**src/kpd_pkg.sv**
```systemverilog
// ----------------------------------------------------------------------------
// kpd_pkg
// Shared constants, register map, types and the key character table of the
// keypad debouncer with auto-repeat.
// ----------------------------------------------------------------------------
package kpd_pkg;

  localparam int NUM_KEYS    = 16;
  localparam int KEY_W       = $clog2(NUM_KEYS);
  localparam int HELD_CNT_W  = $clog2(NUM_KEYS + 1);
  localparam int MAX_RESULTS = 16;
  localparam int EMIT_CNT_W  = $clog2(MAX_RESULTS + 1);

  localparam int THR_W   = 8;
  localparam int TIME_W  = 16;
  localparam int TICK_W  = 10;
  localparam int RAW_W   = 16;
  localparam int CHAR_W  = 7;
  localparam int INDEX_W = 4;
  localparam int ADDR_W  = 4;

  // Register indexes (byte address is four times the index).
  localparam logic [1:0] REG_PRESS_THRESHOLD = 2'd0;
  localparam logic [1:0] REG_REPEAT_INTERVAL = 2'd1;
  localparam logic [1:0] REG_TICK_PERIOD     = 2'd2;

  localparam logic [THR_W-1:0]  RST_PRESS_THRESHOLD = 8'd10;
  localparam logic [TIME_W-1:0] RST_REPEAT_INTERVAL = 16'd1000;
  localparam logic [TICK_W-1:0] RST_TICK_PERIOD     = 10'd10;

  localparam logic [CHAR_W-1:0] KEY_GLYPHS [16] = '{
    7'h31, 7'h32, 7'h33, 7'h41,   // 1 2 3 A
    7'h34, 7'h35, 7'h36, 7'h42,   // 4 5 6 B
    7'h37, 7'h38, 7'h39, 7'h43,   // 7 8 9 C
    7'h2A, 7'h30, 7'h3D, 7'h2F    // * 0 = /
  };

  // State of one key as it goes into and comes out of the update unit.
  typedef struct packed {
    logic [THR_W-1:0]  count;
    logic              pressed;
    logic [TIME_W-1:0] held;
  } key_state_t;

  typedef struct packed {
    logic [THR_W-1:0]  threshold;
    logic [TIME_W-1:0] interval;
    logic [TICK_W-1:0] tick;
  } key_cfg_t;

  // Keys past the sixteenth have no legend and report a zero character.
  function automatic logic [CHAR_W-1:0] key_char_of(input logic [KEY_W-1:0] idx);
    logic [CHAR_W-1:0] c;
    c = '0;
    if (int'(idx) < 16) begin
      c = KEY_GLYPHS[int'(idx) % 16];
    end
    return c;
  endfunction

endpackage

```
**src/kpd_key_unit.sv**
```systemverilog
// ----------------------------------------------------------------------------
// kpd_key_unit
// Shared per-key update: integrator step, press/release decision and the
// saturating held-time add. One key is passed through it per clock.
// ----------------------------------------------------------------------------
module kpd_key_unit (
  input  logic                closed,
  input  kpd_pkg::key_state_t cur,
  input  kpd_pkg::key_cfg_t   cfg,
  output kpd_pkg::key_state_t upd
);
  import kpd_pkg::*;

  logic [THR_W-1:0]  count_next;
  logic [TIME_W:0]   held_sum;

  always_comb begin
    count_next = cur.count;
    if (closed) begin
      if (cur.count < cfg.threshold) begin
        count_next = cur.count + THR_W'(1);
      end
    end else if (cur.count != '0) begin
      count_next = cur.count - THR_W'(1);
    end
  end

  assign held_sum = {1'b0, cur.held} + (TIME_W + 1)'(cfg.tick);

  always_comb begin
    upd.count = count_next;
    if (cur.pressed) begin
      upd.held    = held_sum[TIME_W] ? '1 : held_sum[TIME_W-1:0];
      upd.pressed = (count_next != '0);
    end else begin
      upd.held    = cfg.interval;
      upd.pressed = (count_next >= cfg.threshold);
    end
  end

endmodule

```
**src/keypad_debounce_autorepeat_core.sv**
```systemverilog
// ----------------------------------------------------------------------------
// keypad_debounce_autorepeat_core
// Integrating debouncer with auto-repeat for a 16-key matrix keypad.
//
// Each request on req_* carries one raw matrix sample (one scan tick). The
// block walks the keys one per clock through a shared update unit; when one
// or two keys were pressed as the tick began, it walks them again to pick
// out keys due for emission, one result per key on rsp_*, in ascending key
// order. The final result of a tick has last_of_tick set; a tick that emits
// nothing gives a single result with key_valid low. A request is taken only
// when the block is idle. A tick runs through an accept step, the update
// walk over all keys, the scan walk (if taken) and a finish step; the two
// walks over the key store set the length of a tick.
// Results sit in an output register; while the receiver stalls, the scan
// holds on the next emitting key and resumes once the register frees up.
// Reset clears all key state and loads the register defaults (threshold 10,
// repeat interval 1000 ms, tick period 10 ms). Registers are to be written
// over the APB port only while idle; the block does not enforce this.
// ----------------------------------------------------------------------------
module keypad_debounce_autorepeat_core (
  input  logic                            clk,
  input  logic                            rst,
  // APB configuration port
  input  logic                            psel,
  input  logic                            penable,
  input  logic                            pwrite,
  input  logic [kpd_pkg::ADDR_W-1:0]      paddr,
  input  logic [31:0]                     pwdata,
  output logic [31:0]                     prdata,
  output logic                            pready,
  // Scan tick requests
  input  logic                            req_valid,
  output logic                            req_ready,
  input  logic [kpd_pkg::RAW_W-1:0]       raw_keys,
  // Results
  output logic                            rsp_valid,
  input  logic                            rsp_ready,
  output logic                            key_valid,
  output logic [kpd_pkg::INDEX_W-1:0]     key_index,
  output logic [kpd_pkg::CHAR_W-1:0]      key_char,
  output logic                            sound_on,
  output logic                            last_of_tick
);
  import kpd_pkg::*;

  typedef enum logic [1:0] {
    ST_IDLE,
    ST_UPDATE,
    ST_SCAN,
    ST_FINISH
  } state_t;

  localparam logic [KEY_W-1:0] LAST_KEY = KEY_W'(NUM_KEYS - 1);

  // Configuration registers
  logic [THR_W-1:0]  press_threshold;
  logic [TIME_W-1:0] repeat_interval_ms;
  logic [TICK_W-1:0] tick_period_ms;
  logic              cfg_write;

  assign pready    = 1'b1;
  assign cfg_write = psel && penable && pwrite;

  always_ff @(posedge clk) begin
    if (rst) begin
      press_threshold    <= RST_PRESS_THRESHOLD;
      repeat_interval_ms <= RST_REPEAT_INTERVAL;
      tick_period_ms     <= RST_TICK_PERIOD;
    end else if (cfg_write) begin
      case (paddr[3:2])
        REG_PRESS_THRESHOLD: press_threshold    <= pwdata[THR_W-1:0];
        REG_REPEAT_INTERVAL: repeat_interval_ms <= pwdata[TIME_W-1:0];
        REG_TICK_PERIOD:     tick_period_ms     <= pwdata[TICK_W-1:0];
        default: ;
      endcase
    end
  end

  always_comb begin
    case (paddr[3:2])
      REG_PRESS_THRESHOLD: prdata = 32'(press_threshold);
      REG_REPEAT_INTERVAL: prdata = 32'(repeat_interval_ms);
      REG_TICK_PERIOD:     prdata = 32'(tick_period_ms);
      default:             prdata = '0;
    endcase
  end

  // Key store and sequencer
  state_t                state;
  logic [NUM_KEYS-1:0]   raw;
  logic [KEY_W-1:0]      ptr;
  logic [THR_W-1:0]      count_mem [NUM_KEYS];
  logic [NUM_KEYS-1:0]   pressed_mem;
  logic [TIME_W-1:0]     held_mem  [NUM_KEYS];
  logic [HELD_CNT_W-1:0] held_count;
  logic                  sound;
  logic [EMIT_CNT_W-1:0] emit_count;
  logic                  pend_valid;
  logic [KEY_W-1:0]      pend_idx;

  key_state_t            cur;
  key_state_t            upd;
  key_cfg_t              ucfg;
  logic [HELD_CNT_W-1:0] held_count_next;
  logic                  out_free;
  logic                  emit_hit;
  logic                  rsp_load;

  assign cur.count   = count_mem[ptr];
  assign cur.pressed = pressed_mem[ptr];
  assign cur.held    = held_mem[ptr];

  assign ucfg.threshold = press_threshold;
  assign ucfg.interval  = repeat_interval_ms;
  assign ucfg.tick      = tick_period_ms;

  kpd_key_unit u_key_unit (
    .closed (raw[ptr]),
    .cur    (cur),
    .cfg    (ucfg),
    .upd    (upd)
  );

  assign req_ready       = (state == ST_IDLE);
  assign out_free        = !rsp_valid || rsp_ready;
  assign held_count_next = held_count + HELD_CNT_W'(cur.pressed);
  assign emit_hit        = cur.pressed && (cur.held >= repeat_interval_ms) &&
                           (emit_count != EMIT_CNT_W'(MAX_RESULTS));
  // A new result enters the output register this cycle.
  assign rsp_load        = ((state == ST_SCAN) && emit_hit && pend_valid && out_free) ||
                           ((state == ST_FINISH) && out_free);

  always_ff @(posedge clk) begin
    if (rst) begin
      state        <= ST_IDLE;
      ptr          <= '0;
      held_count   <= '0;
      sound        <= 1'b0;
      emit_count   <= '0;
      pend_valid   <= 1'b0;
      pressed_mem  <= '0;
      rsp_valid    <= 1'b0;
      for (int i = 0; i < NUM_KEYS; i++) begin
        count_mem[i] <= '0;
        held_mem[i]  <= '0;
      end
    end else begin
      if (rsp_load) begin
        rsp_valid <= 1'b1;
      end else if (rsp_valid && rsp_ready) begin
        rsp_valid <= 1'b0;
      end
      case (state)
        ST_IDLE: begin
          if (req_valid) begin
            raw        <= NUM_KEYS'(raw_keys);
            ptr        <= '0;
            held_count <= '0;
            state      <= ST_UPDATE;
          end
        end
        ST_UPDATE: begin
          count_mem[ptr]   <= upd.count;
          pressed_mem[ptr] <= upd.pressed;
          held_mem[ptr]    <= upd.held;
          held_count       <= held_count_next;
          if (ptr == LAST_KEY) begin
            ptr        <= '0;
            emit_count <= '0;
            pend_valid <= 1'b0;
            // Sound counts keys that were pressed as the tick began.
            sound <= (held_count_next == HELD_CNT_W'(1)) ||
                     (held_count_next == HELD_CNT_W'(2));
            if ((held_count_next == HELD_CNT_W'(1)) ||
                (held_count_next == HELD_CNT_W'(2))) begin
              state <= ST_SCAN;
            end else begin
              state <= ST_FINISH;
            end
          end else begin
            ptr <= ptr + KEY_W'(1);
          end
        end
        ST_SCAN: begin
          // An emitting key is held back until the next hit or the finish so that
          // the final result of the tick can be marked; a second hit must wait for room.
          if (!(emit_hit && pend_valid && !out_free)) begin
            if (emit_hit) begin
              if (pend_valid) begin
                key_valid    <= 1'b1;
                key_index    <= INDEX_W'(pend_idx);
                key_char     <= key_char_of(pend_idx);
                sound_on     <= 1'b1;
                last_of_tick <= 1'b0;
              end
              pend_valid    <= 1'b1;
              pend_idx      <= ptr;
              held_mem[ptr] <= '0;
              emit_count    <= emit_count + EMIT_CNT_W'(1);
            end
            if (ptr == LAST_KEY) begin
              ptr   <= '0;
              state <= ST_FINISH;
            end else begin
              ptr <= ptr + KEY_W'(1);
            end
          end
        end
        ST_FINISH: begin
          if (out_free) begin
            key_valid    <= pend_valid;
            key_index    <= pend_valid ? INDEX_W'(pend_idx) : '0;
            key_char     <= pend_valid ? key_char_of(pend_idx) : '0;
            sound_on     <= sound;
            last_of_tick <= 1'b1;
            pend_valid   <= 1'b0;
            state        <= ST_IDLE;
          end
        end
        default: state <= ST_IDLE;
      endcase
    end
  end

endmodule
```
**config.mk**
```make
export PLATFORM = sky130hd
export DESIGN_NAME = keypad_debounce_autorepeat_core
export DESIGN_NICKNAME = d
export VERILOG_FILES = /design/src/kpd_pkg.sv /design/src/kpd_key_unit.sv /design/src/keypad_debounce_autorepeat_core.sv
export SDC_FILE = /design/constraint.sdc
export NUM_CORES = 1
export LEC_CHECK = 0
export BUFFER_PORTS_ARGS = -buffer_cell sky130_fd_sc_hd__buf_2
export CAP_MARGIN = 20
export CORE_MARGIN = 5
export CORE_UTILIZATION = 42
export DETAILED_ROUTE_END_ITERATION = 8
export GPL_ROUTABILITY_DRIVEN = 1
export GPL_TIMING_DRIVEN = 0
export PLACE_DENSITY = 0.69
export SLEW_MARGIN = 15
export SYNTH_ARGS = -nofsm -noshare
export SYNTH_HDL_FRONTEND = slang
export SYNTH_SLANG_ARGS = --single-unit
```
**constraint.sdc**
```tcl
create_clock -name clk -period 5.95 [get_ports clk]
set_input_delay 0.595 -clock clk [delete_from_list [all_inputs] [get_ports clk]]
set_output_delay 0.595 -clock clk [all_outputs]
set_load 0.01 [all_outputs]
```
Yosys cells after proc, flatten, opt, wreduce, memory -nomap -nowiden

Memory sizes are Yosys's and may differ from the RTL's. A register that Yosys moved wholly into a read port is not among the register bits.
Cells that the tools add are included.

Reductions and logical operators: 41
Equality and inequality tests: 16
Magnitude comparators: 6
Bitwise logic cells: 4
Add/sub/neg operators: 6
Mux-type cells: 84

Operator list:

| kind                                                 | count |
|---|---|
| two-way mux 4 bit                                    | 14 |
| two-way mux 7 bit                                    | 7 |
| two-way mux 16 bit                                   | 3 |
| one-hot mux 16 bit (3 select lines)                  | 1 |
| >= comparator 32 x 5 -> 1 bit, second input constant | 1 |
| two-way mux 8 bit                                    | 4 |
| NOT 4 -> 32 bit                                      | 1 |
| two-way mux 1 bit                                    | 31 |
| two-way mux 5 bit                                    | 4 |
| one-hot mux 5 bit (2 select lines)                   | 2 |
| adder 16 x 10 -> 17 bit                              | 1 |
| two-way mux 17 bit                                   | 1 |
| bitwise mux 16 bit                                   | 1 |
| >= comparator 16 bit                                 | 1 |
| nonzero test 8 bit                                   | 2 |
| OR reduction 16 bit                                  | 1 |
| one-hot mux 7 bit (2 select lines)                   | 1 |
| logical AND 1 bit                                    | 12 |
| inequality test 2 bit, second input constant         | 6 |
| one-hot mux 4 bit (3 select lines)                   | 1 |
| two-way mux 2 bit                                    | 5 |
| AND reduction 2 bit                                  | 5 |
| AND reduction 5 bit                                  | 2 |
| adder 8 x 1 -> 8 bit, second input constant          | 1 |
| other kinds (32)                                     | 49 |

Memory bits (read-only): 112
RAM bits: 384
Output and inout bits: 49
Input bits: 59
Bits in registers: 103
Memories kept: 3
Logic and storage cells: 178

Memory list:

| memory           | depth | bits a word | read ports | clocked after memory_dff | write ports | line                                  | text |
|---|---|---|---|---|---|---|---|
| held_mem         | 16    | 16          | 1          | 1                        | 16          | keypad_debounce_autorepeat_core.sv:94 | `logic [TIME_W-1:0] held_mem [NUM_KEYS];` |
| count_mem        | 16    | 8           | 1          | 1                        | 16          | keypad_debounce_autorepeat_core.sv:92 | `logic [THR_W-1:0] count_mem [NUM_KEYS];` |
| (name not given) | 16    | 7           | 1          | 0                        | 0           | kpd_pkg.sv:56                         | `c = KEY_GLYPHS[int'(idx) % 16];` |

Depth between registers and ports, before layout

Gate-level depths: netlist of run 1.

Word-level depth: 13
Depth in mapped cells: 27
Mapped depth without buffers: 22

Hierarchy

A second synthesis of run 1 with hierarchy kept.

Cell total of the unflattened synthesis: 1,844
Area total of the unflattened synthesis: 23,840.4 um^2

By module, submodules not included:

| module                          | seq. area each (um^2) | area an instance (um^2) | cells each | instances |
|---|---|---|---|---|
| keypad_debounce_autorepeat_core | 14,013.4              | 22,242.6                | 1,611      | 1 |
| kpd_key_unit                    | 0.0                   | 1,597.8                 | 233        | 1 |

Worst setup path after synthesis of run 1

No wires, ideal clock.

Path kind: reg-to-reg
From: register (tool-made name)
To: memory held_mem[1][0], enable pin
Data required time: 5.578 ns
Cell stages (with the launch flop): 21
Buffers on the path: 9
Setup time: 0.372 ns
Period minus slack after synthesis: 6.325 ns
Slack: -0.375 ns
Arrival: 5.953 ns
Cells stage by stage: dfxtp_1 > buf_4 > buf_6 > buf_4 > buf_6 > buf_4 > buf_1 > mux4_2 > mux4_2 > ha_1 > a21o_1 > a21o_1 > a21o_1 > a21oi_1 > o41ai_1 > a41o_1 > clkbuf_1 > clkbuf_1 > nand3_1 > clkbuf_1 > nand2_1

RTL lines:

| element       | line |
|---|---|
| end, declared | keypad_debounce_autorepeat_core.sv:94 |

==> results of run 1 <==
==> sequential cells by signal, indices dropped and copies added (netlist names), 2 cells and up, named ones only <==
register	flops
held_mem	256
repeat_interval_ms	16
held_count	5
raw	16
emit_count	5
tick_period_ms	10
key_index	4
state	2
ptr	4
count_mem	128
pressed_mem	16
pend_idx	4
key_char	7
press_threshold	8
==> cell usage in the layout (no fill, tap or decap), types with 9 or more instances in the layout <==
cell	n
edfxtp_1	418
nor2_1	415
mux4_2	122
nand2_1	115
buf_2	79
inv_1	76
dfxtp_1	71
buf_4	69
ha_1	56
a21oi_1	52
clkbuf_16	52
clkbuf_1	51
nand3_1	31
a21o_1	22
o21ai_0	18
and2_1	17
conb_1	17
nand2_4	16
o32ai_1	15
nor2b_1	14
o211ai_1	14
nand4_1	13
nand3_2	13
clkbuf_2	13
clkbuf_8	13
clkbuf_4	12
mux2i_1	11
nand2b_1	10
xnor2_1	10
o221ai_4	10
clkinv_2	10
buf_6	9
clkinv_1	9
==> report_power, final <==
part	switching (mW)	total, mW	internal [mW]
combinational	2.74	4.52	1.78
sequential	0.0760	4.01	3.94
clock	1.37	3.13	1.76
total	4.18	11.7	7.48
==> how the worst max path moves through the flow <==
| stage | start | endpoint | slack (ps) |
|---|---|---|---|
| 6_report | flop | pressed_mem[1]$_SDFFE_PP0P_ | 140 |
| 5_1_grt | flop | pressed_mem[7]$_SDFFE_PP0P_ | -60 |
| 4_1_cts | flop | held_mem[10][10]$_SDFFCE_PN0P_ | 10 |
| 3_5_place_dp | flop | held_mem[12][1]$_SDFFCE_PN0P_ | -2620 |
| 3_3_place_gp | flop | held_mem[12][0]$_SDFFCE_PN0P_ | -2460 |
| 2_1_floorplan | flop | pressed_mem[6]$_SDFFE_PP0P_ | 30 |
==> cell type report <==
type	count	area (sq um)	area share [%]
flip-flops and latches	491	14000	50.7
multi-input cells	1146	9090	32.9
clock buffers	68	1370	4.95
well taps	748	936	3.38
plain buffers	127	928	3.36
repair buffers	116	726	2.62
inverters	82	308	1.11
clock inverters	25	273	0.986
==> cells by family (layout without fill, tap and decap cells) <==
| kind of cell | count (synthesis) | after routing | synth area share (%) |
|---|---|---|---|
| xor+xnor | 18 | 18 | 0.677 |
| flops | 491 | 491 | 60.2 |
| buf+inv | 214 | 418 | 3.94 |
| fa+ha+maj | 60 | 60 | 3.25 |
| mux | 138 | 138 | 12.5 |
| compound gates | 224 | 224 | 6.86 |
| other cells | 2 | 17 | 0.0322 |
| simple gates | 689 | 689 | 12.6 |
==> through the flow <==
stage               util [%]  cell area, sq um  hold slack, ps
CTS                     49.8             27400             120
global placement        44.9             24700             422
detailed placement      45.1             24800             420
floorplan                  -             23400             406
finish                  50.3             27700             145
global route            50.3             27700             118
==> what timing repair did <==
item | CTS | global route
setup endpoints to repair | 563 | 461
setup buffers | 16 | 16
gates cloned | 0 | 1
resized for setup | 214 | 63
pin swaps | 13 | 8
==> metal layers <==
metal  vias up  track usage [%]
li1       7101                -
met1      8236             27.4
met2       833             34.2
met3       148             4.38
met4         0             6.91
met5         -                0
==> worst max-delay path, cell delays in order (launching register included) <==
cell and delay, ps:
dfxtp_4 400, buf_12 160, buf_12 160, mux4_2 560, a22o_1 240, nor2_2 110, inv_1 60, clkbuf_4 190
ha_2 280, o21ai_2 190, a21oi_2 110, a221oi_1 330, nand4_1 280, and2_1 270, o32ai_4 340, clkbuf_8 220
inv_1 80, ha_1 280, a21o_1 160, a21o_1 170, a21o_1 160, a21o_1 200, a211oi_4 240, buf_6 160
buf_4 130, o32ai_1 90
==> results.toml, run 1 <==
[outcome]
status = "finished, final reports clean"

[critical_path]
r2r-end = "pressed_mem[1]$_SDFFE_PP0P_"
endpoint_kind = "flop"
r2r_slack_ps = 140
worstPathArrival_ps = 6240
reg2regPathDepth = 25
crit_fanout = 10
required_ps = 6380
startpoint_type = "flop"
criticalPathCategory = "reg -> reg"

[sta]
slew_headroom_pct = 13.0
fin_skew_ps = 66.4
rsz0062_at_grt = "true"
tightestPinTransition_ps = 1300
slew_violations = 0
hold_violations = 0
fin_crit_sh_pct = 97.6
finalSetupTns_ps = 0
fin_ws_ps = 141
setup_viol = 0
period_needed_ps = 5810
max_freq_mhz = 172

[hold_path]
hold_depth = 1
hold_path.class = "in -> reg"
min_from = "raw_keys[14]"
min_to = "raw[14]$_DFFE_PP_"

[clock_tree]
hold_buffers = 0
numCtsBuffers = 51
clock_path_buffers = 3
clk_pin_slew_ps = 60
cts-htree-levels = 2
cts.sinks = 491
cts-root-buf = "clkbuf_16"
cts_tree = "built"
clk_latency_ps = 630

[synth]
yosysWarnings = 0
synth_cell_types = 77
synth_common_cells = "418 x edfxtp_1, 417 x nor2_1, 134 x nand2_1"
seq_area_frac_synth_pct = 60.2
synth_edf_count = 418
yosysMostFrequentCell = "edfxtp_1"
ys_top_cells_by_area = "edfxtp_1 54%, mux4_2 12%, nor2_1 6.7%"
synth.cell_area_sq_um = 23300
postSynthAreaPerCell_sq_um = 12.7
synthDominantCellAreaShare_pct = 53.9
netlist_instances = 1836
ys.flop_type = "edfxtp_1"
ys_async_sr_fraction_pct = 0
synth_top_cell_by_area = "edfxtp_1"
synth-seq-cells = 491

[job]
maxCapViolations = 0

[floorplan]
io_pins = 108
die_h_um = 246
core_area_sq_um = 55000
die_x_um = 246
rows = 86
fp.dieArea_sq_um = 60300
start_util_pct = 42.4

[power_and_ir_drop]
p_leak_nw = 9.98
power.total_mw = 11.7
vdd_drop_max_v = 0.000293
power.density_nw_per_um2 = 422

[route]
drtPass1Iterations = 6
wl_um = 63700
wl_per_cell_um = 22.7
antenna_left = 0
met1_length_um = 25000
viasPerCell = 5.82
drtIter0Drc = 1853
via_count = 16318
routed.top_layer = "met4"
met2_length_um = 30700
drt_drc_violations_left = 0
wl_met3_um = 5850

[placement]
hpwl_um = 46600
gp_congestion = 0.910
dp.cells = 2681
dp_slack_ps = -2620
port_buffers = 72

[global_routing]
antenna_found_initial = 1
track_usage_pct = 20.7
grt-ovfl-total = 0
grt_pass1_wl_um = 96100
grt_pass1_vias = 16046
grt_max_degree = 17

[final_layout]
area_delta_synth_final_pct = 18.7
num-fill-cells = 4596
layout-drive-gt1-share_pct = 24.5
diodes = 0
fin_nets = 2134
fin_cells = 2803
Note: power is estimated with default switching activity, not from simulation.
==> run 2: changes to the inputs <==
--- a/config.mk
+++ b/config.mk
@@ -12,7 +12,7 @@
 export DETAILED_ROUTE_END_ITERATION = 8
 export GPL_ROUTABILITY_DRIVEN = 1
 export GPL_TIMING_DRIVEN = 0
-export PLACE_DENSITY = 0.69
+export PLACE_DENSITY_LB_ADDON = 0.3
 export SLEW_MARGIN = 15
 export SYNTH_ARGS = -nofsm -noshare
 export SYNTH_HDL_FRONTEND = slang
==> run 2 against run 1 <==
  * Final area shrank 0.72%
  * Via count shrank 2.5%
  * Sequential share of layout area grew 0.37 points
  * Final cell count shrank 0.36%
  * Critical path depth shrank 6
  * Critical endpoint is now held_mem[11][13]$_SDFFCE_PN0P_
  * First-iteration DRC count shrank 20%
  * Flip-flop and latch count is the same
==> results.toml, run 2 (synthesis gave the netlist of run 1 again) <==
[outcome]
status = "finished, final reports clean"

[final_layout]
layout-drive-gt1-share_pct = 24.0
area_delta_synth_final_pct = 17.8
fin_area_sq_um = 27500
fin_nets = 2122
fin_cells = 2793
diodes = 0
largest_reg_flops = 256
reg_top3 = "held_mem: 256 flops, count_mem: 128 flops"
layout_common_cells = "418 x edfxtp_1, 416 x nor2_1, 122 x mux4_2, 115 x nand2_1, 76 x inv_1"
final_common_cell = "edfxtp_1"
top_register = "held_mem"

[sta]
hold_violations = 0
fin_ws_ps = 164
slew_headroom_pct = 15.8
period_needed_ps = 5790
fin_crit_sh_pct = 97.2
tightestPinTransition_ps = 1260
max_freq_mhz = 173
setup_viol = 0
fin_skew_ps = 28.7
rsz0062_at_grt = "true"
finalSetupTns_ps = 0
slew_violations = 0

[power_and_ir_drop]
power.total_mw = 11.4
vdd_drop_max_v = 0.000219
p_sw_share_pct = 35.4
power.density_nw_per_um2 = 416
pwr-share-seq_pct = 35.2
p_switching_mw = 4.04
pwr-share-clk_pct = 27.2
p_leak_nw = 9.87
cell_internal_pwr_mw = 7.37
pwr-share-comb_pct = 37.6

[global_routing]
grt-ovfl-total = 0
antenna_found_initial = 0
track_usage_pct = 20.8
grt_pass1_wl_um = 96500
grt_max_degree = 17
grt_pass1_vias = 15935

[route]
via_count = 15909
drt_drc_violations_left = 0
antenna_left = 0
wl_per_cell_um = 22.7
wl_um = 63400
drtIter0Drc = 1475
viasPerCell = 5.70
drtPass1Iterations = 5

[critical_path]
required_ps = 6210
startpoint_type = "flop"
crit_chain = "buf_6 > buf_4 > buf_4 > clkbuf_4 > buf_4 > mux4_2 > mux4_2 > ha_1 > a21o_1 > a21o_1 > a21oi_1 > o21ai_0 > a221oi_2 > o41ai_4 > a41o_4 > clkbuf_4 > nand3_2 > buf_4 > nand2_4"
crit_top_cell = "buf_4"
slowest_delay_ps = 540
crit_fanout = 16
crit_path_top_delay_cell = "mux4_2"
criticalPathCategory = "reg -> reg"
worstPathArrival_ps = 6050
endpoint_kind = "flop"

[floorplan]
die_x_um = 246
core_area_sq_um = 55000
start_util_pct = 42.4
fp.dieArea_sq_um = 60300
rows = 86
die_h_um = 246
io_pins = 108

[clock_tree]
cts-htree-levels = 2
cts_tree = "built"
clock_path_buffers = 3
clk_pin_slew_ps = 60
clk_latency_ps = 600
cts.sinks = 491
hold_buffers = 0
cts-root-buf = "clkbuf_16"
numCtsBuffers = 50

[hold_path]
hold_path.class = "in -> reg"

[placement]
port_buffers = 72
placedInstanceArea_sq_um = 24800
dp.cells = 2680
dp_slack_ps = -2760
gp_congestion = 0.911
hpwl_um = 46700

[job]
maxCapViolations = 0
[run 2: worst paths after layout]
kind	from	endpoint	slack, ps	cells past startpoint
max	flop	held_mem[11][13]$_SDFFCE_PN0P_	160	19
min	raw_keys[7]	raw[7]$_DFFE_PP_	170	1
max reg2reg	flop	held_mem[11][13]$_SDFFCE_PN0P_	160	19
min reg2reg	sound$_SDFFE_PP0P_	sound$_SDFFE_PP0P_	450	2
[run 2: worst max-delay path: cells and delay by family (launching register included)]
| family | cells | cell delay (ps) |
|---|---|---|
| mux | 2 | 910 |
| compound gates | 7 | 1520 |
| buf+inv | 7 | 1800 |
| simple gates | 2 | 380 |
| fa+ha+maj | 1 | 320 |
| flops | 1 | 450 |
[run 2: area by class of cell]
type                            count  area [sq um]
Clock inverter                     25           229
Buffer                            128           896
Tap cell                          748           936
Sequential cell                   491         14000
Fill cell                        4733         27500
Inverter                           82           308
Clock buffer                       69          1370
Timing Repair Buffer              104           613
Multi-Input combinational cell   1146          9080
[run 2: power groups by stage]
stage	Sequential (mW)	Combinational [mW]	Clock, mW
after floorplan	4.05	2.49	0
after global placement	4.07	3.44	0
after detailed placement	4.08	3.53	0
after CTS	4.01	4.11	3.15
after global routing	4.03	4.58	3.30
final	4.01	4.29	3.11
[run 2: layer usage]
layer | global-route usage [%] | share of wire, %
met5 | 0 | 0
met4 | 6.68 | 3.5
met3 | 4.15 | 8.4
met2 | 35.0 | 48
met1 | 27.3 | 40
[run 2: per-stage QoR]
stage | utilization, % | hold slack [ps]
CTS | 49.6 | 138
global route | 49.9 | 138
global placement | 44.9 | 431
finish | 49.9 | 173
detailed placement | 45.1 | 423
floorplan | - | 406
[run 2: timing repair]
action | in CTS | in global routing
gates resized for setup | 206 | 67
pin swaps | 15 | 16
buffers inserted | 14 | 9
endpoints found under the setup margin | 563 | 505
cloned | 0 | 0
